<file path="src/rtl/cic_pkg.sv">
// Shared types and fixed field widths for the compacting issue queue.
package cic_pkg;

  localparam int TAG_W      = 4;
  localparam int PAY_W      = 32;
  localparam int MASK_W     = 16;
  localparam int FIELD_WAYS = 2;
  localparam int FIELD_FUS  = 2;

  typedef struct packed {
    logic [FIELD_WAYS-1:0] enq_valid;
    logic [PAY_W-1:0]      enq0_payload;
    logic [TAG_W-1:0]      enq0_tag;
    logic [PAY_W-1:0]      enq1_payload;
    logic [TAG_W-1:0]      enq1_tag;
    logic [FIELD_FUS-1:0]  fu_accept;
    logic                  downstream_ready;
    logic                  flush_taken;
    logic [MASK_W-1:0]     flush_mask;
  } req_t;

  typedef struct packed {
    logic [FIELD_FUS-1:0]  issue_valid;
    logic [PAY_W-1:0]      issue0_payload;
    logic [TAG_W-1:0]      issue0_tag;
    logic [PAY_W-1:0]      issue1_payload;
    logic [TAG_W-1:0]      issue1_tag;
    logic [FIELD_WAYS-1:0] enq_accept;
    logic                  all_accept;
  } res_t;

  // Control broadcast to every cell of the chain.
  typedef struct packed {
    logic              step;
    logic              squeeze;
    logic              flush_taken;
    logic [MASK_W-1:0] flush_mask;
  } cell_ctrl_t;

endpackage

</file>
<file path="src/rtl/cic_cell.sv">
// One queue slot: holds an entry and moves it along the chain.
module cic_cell import cic_pkg::*; #(
  parameter int PB          = 32,
  parameter int SPAN        = 3,
  parameter int WE          = 2,
  parameter int IW          = 4,
  parameter int OW          = 5,
  parameter int IDX         = 0,
  parameter int BRANCH_TAGS = 16
) (
  input  logic             clk_i,
  input  logic             rst_ni,
  input  cell_ctrl_t       ctrl_i,
  input  logic [SPAN-2:0]  fired_i,
  input  logic [OW-1:0]    tail_i,
  input  logic             hole_i,
  input  logic             win_valid_i [SPAN],
  input  logic [TAG_W-1:0] win_tag_i   [SPAN],
  input  logic [PB-1:0]    win_pay_i   [SPAN],
  input  logic             app_take_i  [WE],
  input  logic [IW-1:0]    app_pos_i   [WE],
  input  logic [TAG_W-1:0] app_tag_i   [WE],
  input  logic [PAY_W-1:0] app_pay_i   [WE],
  output logic             valid_o,
  output logic [TAG_W-1:0] tag_o,
  output logic [PB-1:0]    pay_o,
  output logic             hole_o,
  output logic             bubble_o
);

  localparam int CW = $clog2(SPAN);

  logic             valid_q, valid_d;
  logic [TAG_W-1:0] tag_q, tag_d;
  logic [PB-1:0]    pay_q, pay_d;

  logic             sh_valid;
  logic [TAG_W-1:0] sh_tag;
  logic [PB-1:0]    sh_pay;
  logic             kill;

  // After the fired entries leave, this slot takes the entry whose index,
  // less the fired entries below it, equals IDX.
  always_comb begin
    logic [CW-1:0] cnt;
    logic          fired_j;
    sh_valid = 1'b0;
    sh_tag   = tag_q;
    sh_pay   = pay_q;
    for (int d = 0; d < SPAN; d++) begin
      cnt     = '0;
      fired_j = 1'b0;
      for (int m = 0; m < SPAN - 1; m++) begin
        if (m < IDX + d) cnt = cnt + CW'(fired_i[m]);
        if (m == IDX + d) fired_j = fired_i[m];
      end
      if (win_valid_i[d] && !fired_j && cnt == CW'(d)) begin
        sh_valid = 1'b1;
        sh_tag   = win_tag_i[d];
        sh_pay   = win_pay_i[d];
      end
    end
  end

  assign kill = ctrl_i.flush_taken && (int'(sh_tag) < BRANCH_TAGS) &&
                ctrl_i.flush_mask[sh_tag];

  always_comb begin
    valid_d = valid_q;
    tag_d   = tag_q;
    pay_d   = pay_q;
    if (ctrl_i.step) begin
      valid_d = sh_valid && !kill;
      tag_d   = sh_tag;
      pay_d   = sh_pay;
      for (int w = 0; w < WE; w++) begin
        if (app_take_i[w] && app_pos_i[w] == IW'(IDX)) begin
          valid_d = 1'b1;
          tag_d   = app_tag_i[w];
          pay_d   = PB'(app_pay_i[w]);
        end
      end
    end else if (ctrl_i.squeeze && (hole_i || !valid_q)) begin
      // first gap at or before this slot: pull the neighbour in
      valid_d = win_valid_i[1];
      tag_d   = win_tag_i[1];
      pay_d   = win_pay_i[1];
    end
  end

  always_ff @(posedge clk_i or negedge rst_ni) begin
    if (!rst_ni) begin
      valid_q <= 1'b0;
    end else begin
      valid_q <= valid_d;
    end
  end

  always_ff @(posedge clk_i) begin
    tag_q <= tag_d;
    pay_q <= pay_d;
  end

  assign valid_o  = valid_q;
  assign tag_o    = tag_q;
  assign pay_o    = pay_q;
  assign hole_o   = hole_i || !valid_q;
  assign bubble_o = !valid_q && (tail_i > OW'(IDX));

endmodule

</file>
<file path="src/rtl/compacting_issue_queue_core.sv">
// Compacting issue queue: chain of slot cells, selection and enqueue control.
// A beat accepted on start gives its registered result on done_o in the next cycle.
// Throughput: one beat per cycle while busy is low; after a taken branch drops held
// entries, busy stays high while the chain squeezes out the gaps they leave.
// Reset clears every valid bit and the occupancy, with done_o low.
// The receiver cannot stall: each result sits on res_o for its single done_o cycle.
module compacting_issue_queue_core import cic_pkg::*; #(
  parameter int QUEUE_DEPTH  = 16,
  parameter int FU_NUM       = 2,
  parameter int WAYS         = 2,
  parameter int BRANCH_TAGS  = 16,
  parameter int PAYLOAD_BITS = 32
) (
  input  logic clk_i,
  input  logic rst_ni,
  input  logic start,
  output logic busy,
  input  req_t req_i,
  output res_t res_o,
  output logic done_o
);

  localparam int FUE  = (FU_NUM < FIELD_FUS) ? FU_NUM : FIELD_FUS;
  localparam int WE   = (WAYS < FIELD_WAYS) ? WAYS : FIELD_WAYS;
  localparam int PB   = (PAYLOAD_BITS < PAY_W) ? PAYLOAD_BITS : PAY_W;
  localparam int SPAN = FUE + 1;
  localparam int IW   = $clog2(QUEUE_DEPTH);
  localparam int OW   = $clog2(QUEUE_DEPTH + 1);

  cell_ctrl_t ctrl;
  logic       step;

  logic             slot_valid [QUEUE_DEPTH];
  logic [TAG_W-1:0] slot_tag   [QUEUE_DEPTH];
  logic [PB-1:0]    slot_pay   [QUEUE_DEPTH];
  logic             hole       [QUEUE_DEPTH+1];
  logic [QUEUE_DEPTH-1:0] bubble;

  logic             win_valid [QUEUE_DEPTH][SPAN];
  logic [TAG_W-1:0] win_tag   [QUEUE_DEPTH][SPAN];
  logic [PB-1:0]    win_pay   [QUEUE_DEPTH][SPAN];

  logic [FUE-1:0]   fired;
  logic [OW-1:0]    nfired, live;
  logic             app_take [WE];
  logic [IW-1:0]    app_pos  [WE];
  logic [TAG_W-1:0] app_tag  [WE];
  logic [PAY_W-1:0] app_pay  [WE];
  logic [FIELD_WAYS-1:0] acc;
  logic [OW-1:0]    tail_q, tail_d, taken_cnt;

  res_t res_q, res_d;
  logic done_q;

  assign busy = |bubble;
  assign step = start && !busy;

  always_comb begin
    ctrl.step        = step;
    ctrl.squeeze     = busy;
    ctrl.flush_taken = req_i.flush_taken;
    ctrl.flush_mask  = req_i.flush_mask;
  end

  assign hole[0] = 1'b0;

  for (genvar i = 0; i < QUEUE_DEPTH; i++) begin : g_cell
    for (genvar d = 0; d < SPAN; d++) begin : g_win
      if (i + d < QUEUE_DEPTH) begin : g_in
        assign win_valid[i][d] = slot_valid[i+d];
        assign win_tag[i][d]   = slot_tag[i+d];
        assign win_pay[i][d]   = slot_pay[i+d];
      end else begin : g_end
        assign win_valid[i][d] = 1'b0;
        assign win_tag[i][d]   = '0;
        assign win_pay[i][d]   = '0;
      end
    end

    cic_cell #(
      .PB          (PB),
      .SPAN        (SPAN),
      .WE          (WE),
      .IW          (IW),
      .OW          (OW),
      .IDX         (i),
      .BRANCH_TAGS (BRANCH_TAGS)
    ) u_cell (
      .clk_i       (clk_i),
      .rst_ni      (rst_ni),
      .ctrl_i      (ctrl),
      .fired_i     (fired),
      .tail_i      (tail_q),
      .hole_i      (hole[i]),
      .win_valid_i (win_valid[i]),
      .win_tag_i   (win_tag[i]),
      .win_pay_i   (win_pay[i]),
      .app_take_i  (app_take),
      .app_pos_i   (app_pos),
      .app_tag_i   (app_tag),
      .app_pay_i   (app_pay),
      .valid_o     (slot_valid[i]),
      .tag_o       (slot_tag[i]),
      .pay_o       (slot_pay[i]),
      .hole_o      (hole[i+1]),
      .bubble_o    (bubble[i])
    );
  end

  // Entries are packed at the front, so the oldest are the first slots.
  always_comb begin
    nfired = '0;
    for (int k = 0; k < FUE; k++) begin
      fired[k] = slot_valid[k] && req_i.fu_accept[k];
      nfired   = nfired + OW'(fired[k]);
    end
  end

  assign live = tail_q - nfired;

  always_comb begin
    logic [TAG_W-1:0] way_tag [FIELD_WAYS];
    logic [PAY_W-1:0] way_pay [FIELD_WAYS];
    way_tag[0] = req_i.enq0_tag;
    way_tag[1] = req_i.enq1_tag;
    way_pay[0] = req_i.enq0_payload;
    way_pay[1] = req_i.enq1_payload;
    taken_cnt  = '0;
    acc        = '1;
    for (int w = 0; w < WE; w++) begin
      app_pos[w]  = IW'(live + taken_cnt);
      app_tag[w]  = way_tag[w];
      app_pay[w]  = way_pay[w];
      app_take[w] = req_i.enq_valid[w] &&
                    ({1'b0, live} + {1'b0, taken_cnt} < (OW+1)'(QUEUE_DEPTH));
      if (app_take[w]) taken_cnt = taken_cnt + OW'(1);
      acc[w] = !req_i.enq_valid[w] || app_take[w];
    end
  end

  always_comb begin
    tail_d = tail_q;
    if (step) begin
      tail_d = live + taken_cnt;
    end else if (busy) begin
      tail_d = tail_q - OW'(1);
    end
  end

  always_comb begin
    res_d = '0;
    for (int k = 0; k < FUE; k++) begin
      res_d.issue_valid[k] = slot_valid[k];
    end
    if (slot_valid[0]) begin
      res_d.issue0_payload = PAY_W'(slot_pay[0]);
      res_d.issue0_tag     = slot_tag[0];
    end
    if (FUE > 1 && slot_valid[1]) begin
      res_d.issue1_payload = PAY_W'(slot_pay[1]);
      res_d.issue1_tag     = slot_tag[1];
    end
    res_d.enq_accept = acc;
    res_d.all_accept = (&acc) && req_i.downstream_ready;
  end

  always_ff @(posedge clk_i or negedge rst_ni) begin
    if (!rst_ni) begin
      tail_q <= '0;
      done_q <= 1'b0;
    end else begin
      tail_q <= tail_d;
      done_q <= step;
    end
  end

  always_ff @(posedge clk_i) begin
    if (step) begin
      res_q <= res_d;
    end
  end

  assign res_o  = res_q;
  assign done_o = done_q;

  // done marks exactly the cycle after an accepted beat
  assert property (@(posedge clk_i) disable iff (!rst_ni)
    done_o == $past(step))
    else $error("done strobe out of step with accepted beat");

  assert property (@(posedge clk_i) disable iff (!rst_ni)
    tail_q <= OW'(QUEUE_DEPTH))
    else $error("occupancy beyond queue depth");

  // each squeeze cycle removes exactly one gap
  assert property (@(posedge clk_i) disable iff (!rst_ni)
    busy |=> tail_q == $past(tail_q) - OW'(1))
    else $error("squeeze did not shrink occupancy by one");

  // when idle there is no gap at the head: an empty first slot means an empty second
  assert property (@(posedge clk_i) disable iff (!rst_ni)
    !busy && !slot_valid[0] |-> !slot_valid[1])
    else $error("gap at head of queue while not busy");

endmodule

</file>
<file path="config.mk">
export PLATFORM = sky130hd
export DESIGN_NAME = compacting_issue_queue_core
export DESIGN_NICKNAME = d
export VERILOG_FILES = /design/src/rtl/cic_pkg.sv /design/src/rtl/cic_cell.sv /design/src/rtl/compacting_issue_queue_core.sv
export SDC_FILE = /design/constraint.sdc
export NUM_CORES = 2
export LEC_CHECK = 0
export BUFFER_PORTS_ARGS = -buffer_cell sky130_fd_sc_hd__buf_4
export CORE_MARGIN = 3
export CORE_UTILIZATION = 45
export DETAILED_ROUTE_END_ITERATION = 6
export GPL_TIMING_DRIVEN = 0
export HOLD_SLACK_MARGIN = 0.15
export PLACE_DENSITY_LB_ADDON = 0.05
export SKIP_CTS_REPAIR_TIMING = 1
export SYNTH_ARGS = -nofsm -noshare
export SYNTH_HDL_FRONTEND = slang
export SYNTH_SLANG_ARGS = --single-unit
</file>
<file path="constraint.sdc">
create_clock -name clk_i -period 10.18 [get_ports clk_i]
set_clock_uncertainty 0.1 [all_clocks]
set_input_delay 2.036 -clock clk_i [delete_from_list [all_inputs] [get_ports clk_i]]
set_output_delay 2.036 -clock clk_i [all_outputs]
set_load 0.005 [all_outputs]
</file>
## Word-level counts from Yosys, hierarchy flattened

Index checks and enable logic that the tools add are counted.
Widths: inputs -> output; s select.

- Add/subtract/negate cells: 8
- Magnitude comparators: 34
- Equal/unequal tests: 48
- Multiplexer cells: 331
- Reductions and logical operators: 241

Operator list:

| kind | number |
|---|---|
| $mux 32 | 93 |
| $mux 4 | 93 |
| $logic_and 1x1->1 | 148 |
| $mux 1 | 126 |
| $lt 4x5->1 const B | 16 |
| $ne 5x1->1 const B | 14 |
| $bmux 1 s4 | 16 |
| $eq 4x4->1 const B | 16 |
| $gt 5x4->1 const B | 8 |
| $logic_not 1->1 | 37 |
| $reduce_and 2->1 | 17 |
| $reduce_bool 2->1 | 17 |
| $eq 4x3->1 const B | 8 |
| $gt 5x3->1 const B | 4 |
| $logic_or 1x1->1 | 17 |
| $eq 4x2->1 const B | 4 |
| $reduce_or 16->1 | 1 |
| $mux 5 | 3 |
| $gt 5x1->1 const B | 2 |
| $gt 5x2->1 const B | 2 |
| $eq 4x1->1 const B | 2 |
| $logic_not 4->1 | 2 |
| $add 5x1->6 | 1 |
| $lt 6x5->1 const B | 1 |
| 12 further kinds | 14 |

- Bits in registers: 675
- Input bits: 97
- Output and inout port bits: 79
- Word-level logic and storage cells: 719

## Longest topological paths before layout

- Depth after elaboration: 19
- Mapped depth: 27
- Mapped depth without buffers: 23

## Cells and area by module

A second synthesis with hierarchy kept.

- Cells, all modules: 6,362
- Area, all modules: 56,774.5 um^2

Modules (own cells, without submodules):

| module | instances | cells each | area an instance (um^2) | seq. area each (um^2) |
|---|---|---|---|---|
| cic_cell (g_cell[10].u_cell ...) | 2 | 380 | 3,309.4 | 1,106.1 |
| compacting_issue_queue_core | 1 | 258 | 3,599.7 | 2,462.4 |
| cic_cell (g_cell[0].u_cell) | 1 | 395 | 3,433.3 | 1,106.1 |
| cic_cell (g_cell[3].u_cell) | 1 | 390 | 3,387.0 | 1,106.1 |
| cic_cell (g_cell[7].u_cell) | 1 | 392 | 3,375.7 | 1,106.1 |
| cic_cell (g_cell[11].u_cell) | 1 | 391 | 3,357.0 | 1,106.1 |
| cic_cell (g_cell[14].u_cell) | 1 | 379 | 3,325.7 | 1,106.1 |
| cic_cell (g_cell[5].u_cell) | 1 | 376 | 3,318.2 | 1,106.1 |
| cic_cell (g_cell[2].u_cell) | 1 | 379 | 3,314.4 | 1,106.1 |
| cic_cell (g_cell[13].u_cell) | 1 | 374 | 3,308.2 | 1,106.1 |
| cic_cell (g_cell[15].u_cell) | 1 | 376 | 3,308.2 | 1,106.1 |
| cic_cell (g_cell[6].u_cell) | 1 | 379 | 3,305.7 | 1,106.1 |
| cic_cell (g_cell[8].u_cell) | 1 | 379 | 3,301.9 | 1,106.1 |
| cic_cell (g_cell[4].u_cell) | 1 | 379 | 3,300.7 | 1,106.1 |
| +2 rows | - | - | - | - |

## Least setup slack after synthesis

No wires, ideal clock.

- Kind: in2reg
- From: input req_i[19] in the netlist's numbering
- To: register g_cell[5].u_cell.pay_q[0] (enable)
- Setup time: 461 ps
- Data arrival time: 7,470 ps
- Required time: 9,619 ps
- Setup slack: 2,149 ps
- Stages on the path: 19
- Buffers on the path: 2
- Path through: and2_1 inv_1 fa_1 inv_1 ha_1 buf_2 nor3b_2 xnor2_2 and2_1 ha_1 ha_1 clkbuf_1 inv_1 nor3_1 a2111oi_0 nor3_2 and2_1 nor4_1 nor3_1

- Word-level cells in the longest chain between the ends: 12
- Elaborated cells on any way between the ends: 21
- Those cells by class: 5 x add/sub; 2 x order compare; 5 x eq/ne; 1 x mux; 8 x reduce/logical

RTL lines:

| item | RTL line | RTL |
|---|---|---|
| start: declaration | compacting_issue_queue_core.sv:18 | `input req_t req_i,` |
| $logic_and 1x1->1 (*) | compacting_issue_queue_core.sv:114 | `fired[k] = slot_valid[k] && req_i.fu_accept[k];` |
| $add 1x1->2 | cic_cell.sv:54, compacting_issue_queue_core.sv:115 |  |
| $sub 5x2->5 | compacting_issue_queue_core.sv:119 | `assign live = tail_q - nfired;` |
| $lt 5x5->1 | compacting_issue_queue_core.sv:135 | `({1'b0, live} + {1'b0, taken_cnt} < (OW+1)'(QUEUE_DEPTH));` |
| $logic_and 1x1->1 | compacting_issue_queue_core.sv:134 | `app_take[w] = req_i.enq_valid[w] &&` |
| $mux 1 | compacting_issue_queue_core.sv:136 | `if (app_take[w]) taken_cnt = taken_cnt + OW'(1);` |
| $add 5x1->6 | compacting_issue_queue_core.sv:135 |  |
| $lt 6x5->1 | compacting_issue_queue_core.sv:135 |  |
| $logic_and 1x1->1 | compacting_issue_queue_core.sv:134 |  |
| $logic_and 1x1->1 | cic_cell.sv:77 | `if (app_take_i[w] && app_pos_i[w] == IW'(IDX)) begin` |
| $ne 5x1->1 (no line) (*) | - |  |
| $reduce_and 2->1 (no line) (*) | - |  |
| end signal: assignment | cic_cell.sv:101 | `pay_q <= pay_d;` |
| end: declaration | cic_cell.sv:35 | `logic [PB-1:0] pay_q, pay_d;` |

Mark *: on every way between the ends. The rest lies on a longest branch, timed or not.
A chain may end at the register's enable or synchronous reset.

## Worst setup path after layout

- From: input req_i[19] in the netlist's numbering
- To: register g_cell[4].u_cell.pay_q[17] (enable)

- Word-level cells in the longest chain between the ends: 12
- Elaborated cells on any way between the ends: 21
- Those cells by class: 5 x add/sub; 2 x order compare; 5 x eq/ne; 1 x mux; 8 x reduce/logical

RTL lines:

| item | RTL line |
|---|---|
| $logic_and 1x1->1 (*) | compacting_issue_queue_core.sv:114 |
| $add 1x1->2 | cic_cell.sv:54, compacting_issue_queue_core.sv:115 |
| $sub 5x2->5 | compacting_issue_queue_core.sv:119 |
| $lt 5x5->1 | compacting_issue_queue_core.sv:135 |
| $logic_and 1x1->1 | compacting_issue_queue_core.sv:134 |
| $mux 1 | compacting_issue_queue_core.sv:136 |
| $add 5x1->6 | compacting_issue_queue_core.sv:135 |
| $lt 6x5->1 | compacting_issue_queue_core.sv:135 |
| $logic_and 1x1->1 | compacting_issue_queue_core.sv:134 |
| $logic_and 1x1->1 | cic_cell.sv:77 |
| $ne 5x1->1 (no line) (*) | - |
| $reduce_and 2->1 (no line) (*) | - |
| end signal: assignment | cic_cell.sv:101 |
| end: declaration | cic_cell.sv:35 |

Marks and branches as above.

==> flow_summary.ini <==
[cells_and_area]
layout_common_cells = nand2_1, edfxtp_1, mux2i_1
fill_cells = 10405
layout-drive-gt1-share = 0.0819
most_frequent_standard_cell_in_the_layout_excluding_fill_and_tap_cells = nand2_1
finalCoreUtilization = 0.511
final_cell_count_no_fill = 7589
nNetsFinal = 6225
layout-area-overhead-vs-synth_pct = 12.0

[floorplanning]
die_height_um = 337
floorplan.die_area_um2 = 113000
io_pins = 176
chipWidth_um = 337
core_region_area_um2 = 108000
fp-row-count = 120
effective_utilization_at_floorplan = 0.456

[synth]
yosysTopAreaCell = edfxtp_1
postSynthNetCount = 5991
synth_compound_area_frac = 0.216
ys_seq_elements = 675
yosysSeqAreaShare = 0.410
synth_warnings = 0
synth_adder_area_share = 0.00438
synth_async_sr_flop_share = 0.0326
synthesis.instances = 5878
syn-mean-instance-area_um2 = 8.36
synth-edff-count = 653
synthTopCellsByArea = edfxtp_1, mux2i_1, nand2_1
muxShareOfSynthArea = 0.125
cell_area_after_technology_mapping_um2 = 49200
yosysUniqueCellTypes = 97
ys.flop_type = edfxtp_1
synthXorXnorAreaFrac = 0.00191
synth_top_area_share = 0.399
post_synth_and_or_nand_nor_area_fraction = 0.185
main_combinational_cell_family_by_area_after_synthesis = compound AO/OA/AOI/OAI gates

[clock_tree]
cts.reportedPaths.clkPinSlew_ns = 0.06
cts_max_level = 3
worst_skew_late_latency_ns = 0.67
cts-root-to-sink-buffers = 3
root_buffer = clkbuf_16
cts_num_sinks = 675
tritoncts = built
numCtsBuffers = 85

[setup_path]
worst_r2r_startpoint = g_cell[1].u_cell.valid_o
crit_type = input pin to flip-flop
kind_of_start_point_of_the_critical_path = input pin
critPathBufInv = 7
ff2ff_setup_slack_ns = 1.74
max_stage_delay_ns = 1.10
crit_path_max_fanout = 32
crit-reg2reg-capture = g_cell[4].u_cell.pay_o[17]
worstPathArrival_ns = 8.76
path_cells = buf_4 -> and2_1 -> inv_1 -> fa_1 -> inv_1 -> ha_1 -> buf_2 -> nor3b_2 -> xnor2_2 -> and2_1 -> ha_1 -> ha_1 -> clkbuf_1 -> inv_1 -> nor3_1 -> a2111oi_0 -> nor3_2 -> nand2_1 -> buf_1 -> nand3_1 -> and2_1
timing.critical_path.max_delay_family = simple AND/OR/NAND/NOR gates
crit_path_top_delay_cell = nor3_2
critical_path.endpoint_type = flip-flop
worst_case_reg_to_reg_path_depth = 22
crit_required_ns = 10.34
timing.critical_path.depth = 21

[sta]
rsz0062_at_grt = false
final.period_utilization = 0.844
setup_ws_ns = 1.58
timing.fmax_mhz = 116
slew_headroom = 0.00549
max_slew.worst_pin.slew_ns = 1.49
final-hold-violation-count = 0
final-setup-viol-count = 0
slew_violations = 0
timing.final.crit_period_ns = 8.60

[power]
static_leakage_nw = 21.0
vdd.ir_drop.worst_mv = 0.126
tot_pwr_w = 0.00953
power_density_nw_per_um2 = 173

[global_routing]
pin_count_of_the_biggest_net_entering_global_routing = 73
globalRouteOverflowTotal = 0
globalRouteTotalUtil = 0.384
via_count_of_the_first_global_routing_pass = 43885
antenna_violations_before_repair = 13
wire_length_of_the_first_global_routing_pass_um = 314000

[outcome]
run_status = finished, violations left
violations = capacitance limit

[place]
dp.cells = 7428
gp_congestion = 1.02
dp_hpwl_um = 183000
port_buffers = 136
worst_slack_at_placement_ns = 1.11

[job]
max_cap_violations = 2

[routing]
final_antenna_net_count = 0
drt-pass1-iter-count = 6
dr_total_vias = 47732
wirelength_um = 224000
wl_per_cell_um = 29.5
initialDrtViolationCount = 6826
drc = 0
via_per_inst = 6.29

[min_path]
worst_hold_path.num_cells = 0
holdCritPathClass = flip-flop to flip-flop
worst_hold_path.endpoint = res_o[76]
hold_path.startpoint = g_cell[1].u_cell.valid_o
-- sequential cells by signal, summed over array words and instances, names as in the netlist --
name	count
res_o	77
done_o	1
g_cell.u_cell.tag_o	64
g_cell.u_cell.pay_o	512
g_cell.u_cell.valid_o	16
tail_q	5
-- per-layer routing --
metal	wire length (um)	vias up	track usage	part of all wire
li1	-	21872	-	-
met1	94600	22428	0.553	0.42
met2	92500	3041	0.561	0.41
met3	29200	387	0.106	0.13
met4	7780	4	0.116	0.035
met5	21	-	0	0.000094
-- cell type report --
class                      count  area, um^2  area share
sequential                   675       20200       0.366
clock buffer                 102        2250      0.0409
clock inverter                51         503     0.00913
tap                         1403        1760      0.0319
timing repair buffer         147        1230      0.0223
multi-input combinational   4514       26400       0.479
buffer                       651        2650      0.0481
antenna                        8        20.0    0.000364
inverter                      38         143     0.00259
-- cells in the mapped netlist, drive strengths merged (5+ instances only) --
cell type and n:
nand4 19, o31ai 14, nor3b 11, a21o 10
nand3 171, nand3b 14, mux2 8, o22ai 37
a221oi 11, a31o 25, nand2b 22, or2 13
a311oi 253, xnor2 8, a211o 5, a31oi 22
edfxtp 653, a21bo 13, and3b 11, nand2 1355
o21ai 801, mux2i 555, and3 19, a21boi 11
mux4 23, nor2b 12, dfrtp 22, inv 38
nor4 13, o211ai 43, nor2 357, a21oi 387
o31a 5, nor3 21, clkbuf 455, a2111oi 5
ha 14, a41oi 7, a211oi 51, buf 196
and2 99
-- worst max-delay path by stage --
stage,from,to,slack [ns]
after detailed placement,req_i[19],g_cell[4].u_cell.pay_o[17],1.11
after CTS,req_i[19],g_cell[4].u_cell.pay_o[11],1.80
after global placement,req_i[19],g_cell[5].u_cell.pay_o[16],-0.24
after floorplan,req_i[19],g_cell[5].u_cell.pay_o[0],2.15
final,req_i[19],g_cell[4].u_cell.pay_o[17],1.58
after global routing,req_i[19],g_cell[4].u_cell.pay_o[11],1.42
-- cell families (layout without fill, tap and decap cells) --
kind of cell | after synthesis | in the layout
simple gates | 2153 | 2153
compound gates | 1750 | 1750
buf+inv | 689 | 989
flops | 675 | 675
mux | 586 | 586
fa+ha+maj | 16 | 16
xor+xnor | 9 | 9
other cells | 0 | 8
-- worst register-to-register path, stage by stage (launching register included) --
cell and delay [ns]:
dfrtp_1 0.33, clkbuf_1 0.39, clkbuf_1 0.50, and2_1 0.23
inv_1 0.08, fa_1 0.50, inv_1 0.10, ha_1 0.13
buf_2 0.19, nor3b_2 0.32, xnor2_2 0.24, and2_1 0.21
ha_1 0.20, ha_1 0.18, clkbuf_1 0.33, inv_1 0.21
nor3_1 0.29, a2111oi_0 0.13, nor3_2 1.10, nand2_1 0.52
buf_1 0.40, nand3_1 0.24, and2_1 1.08
-- per-stage QoR --
stage                     cell area, um^2  setup TNS (ns)  hold slack (ns)
final                               55100               0            0.343
after global routing                55100               0            0.368
after CTS                           55000               0            0.344
after detailed placement            52300               0            0.329
after global placement              51900          -12.42            0.332
after floorplan                     49200               0            0.323
-- where the power goes --
group          leakage, nW  switching (W)  internal (W)
Clock                 1.35        0.00127       0.00180
Sequential            7.83      0.0000877       0.00317
Combinational         11.8        0.00221      0.000987
Total                 21.0        0.00357       0.00596
Note: power is estimated with default switching activity, not from simulation.
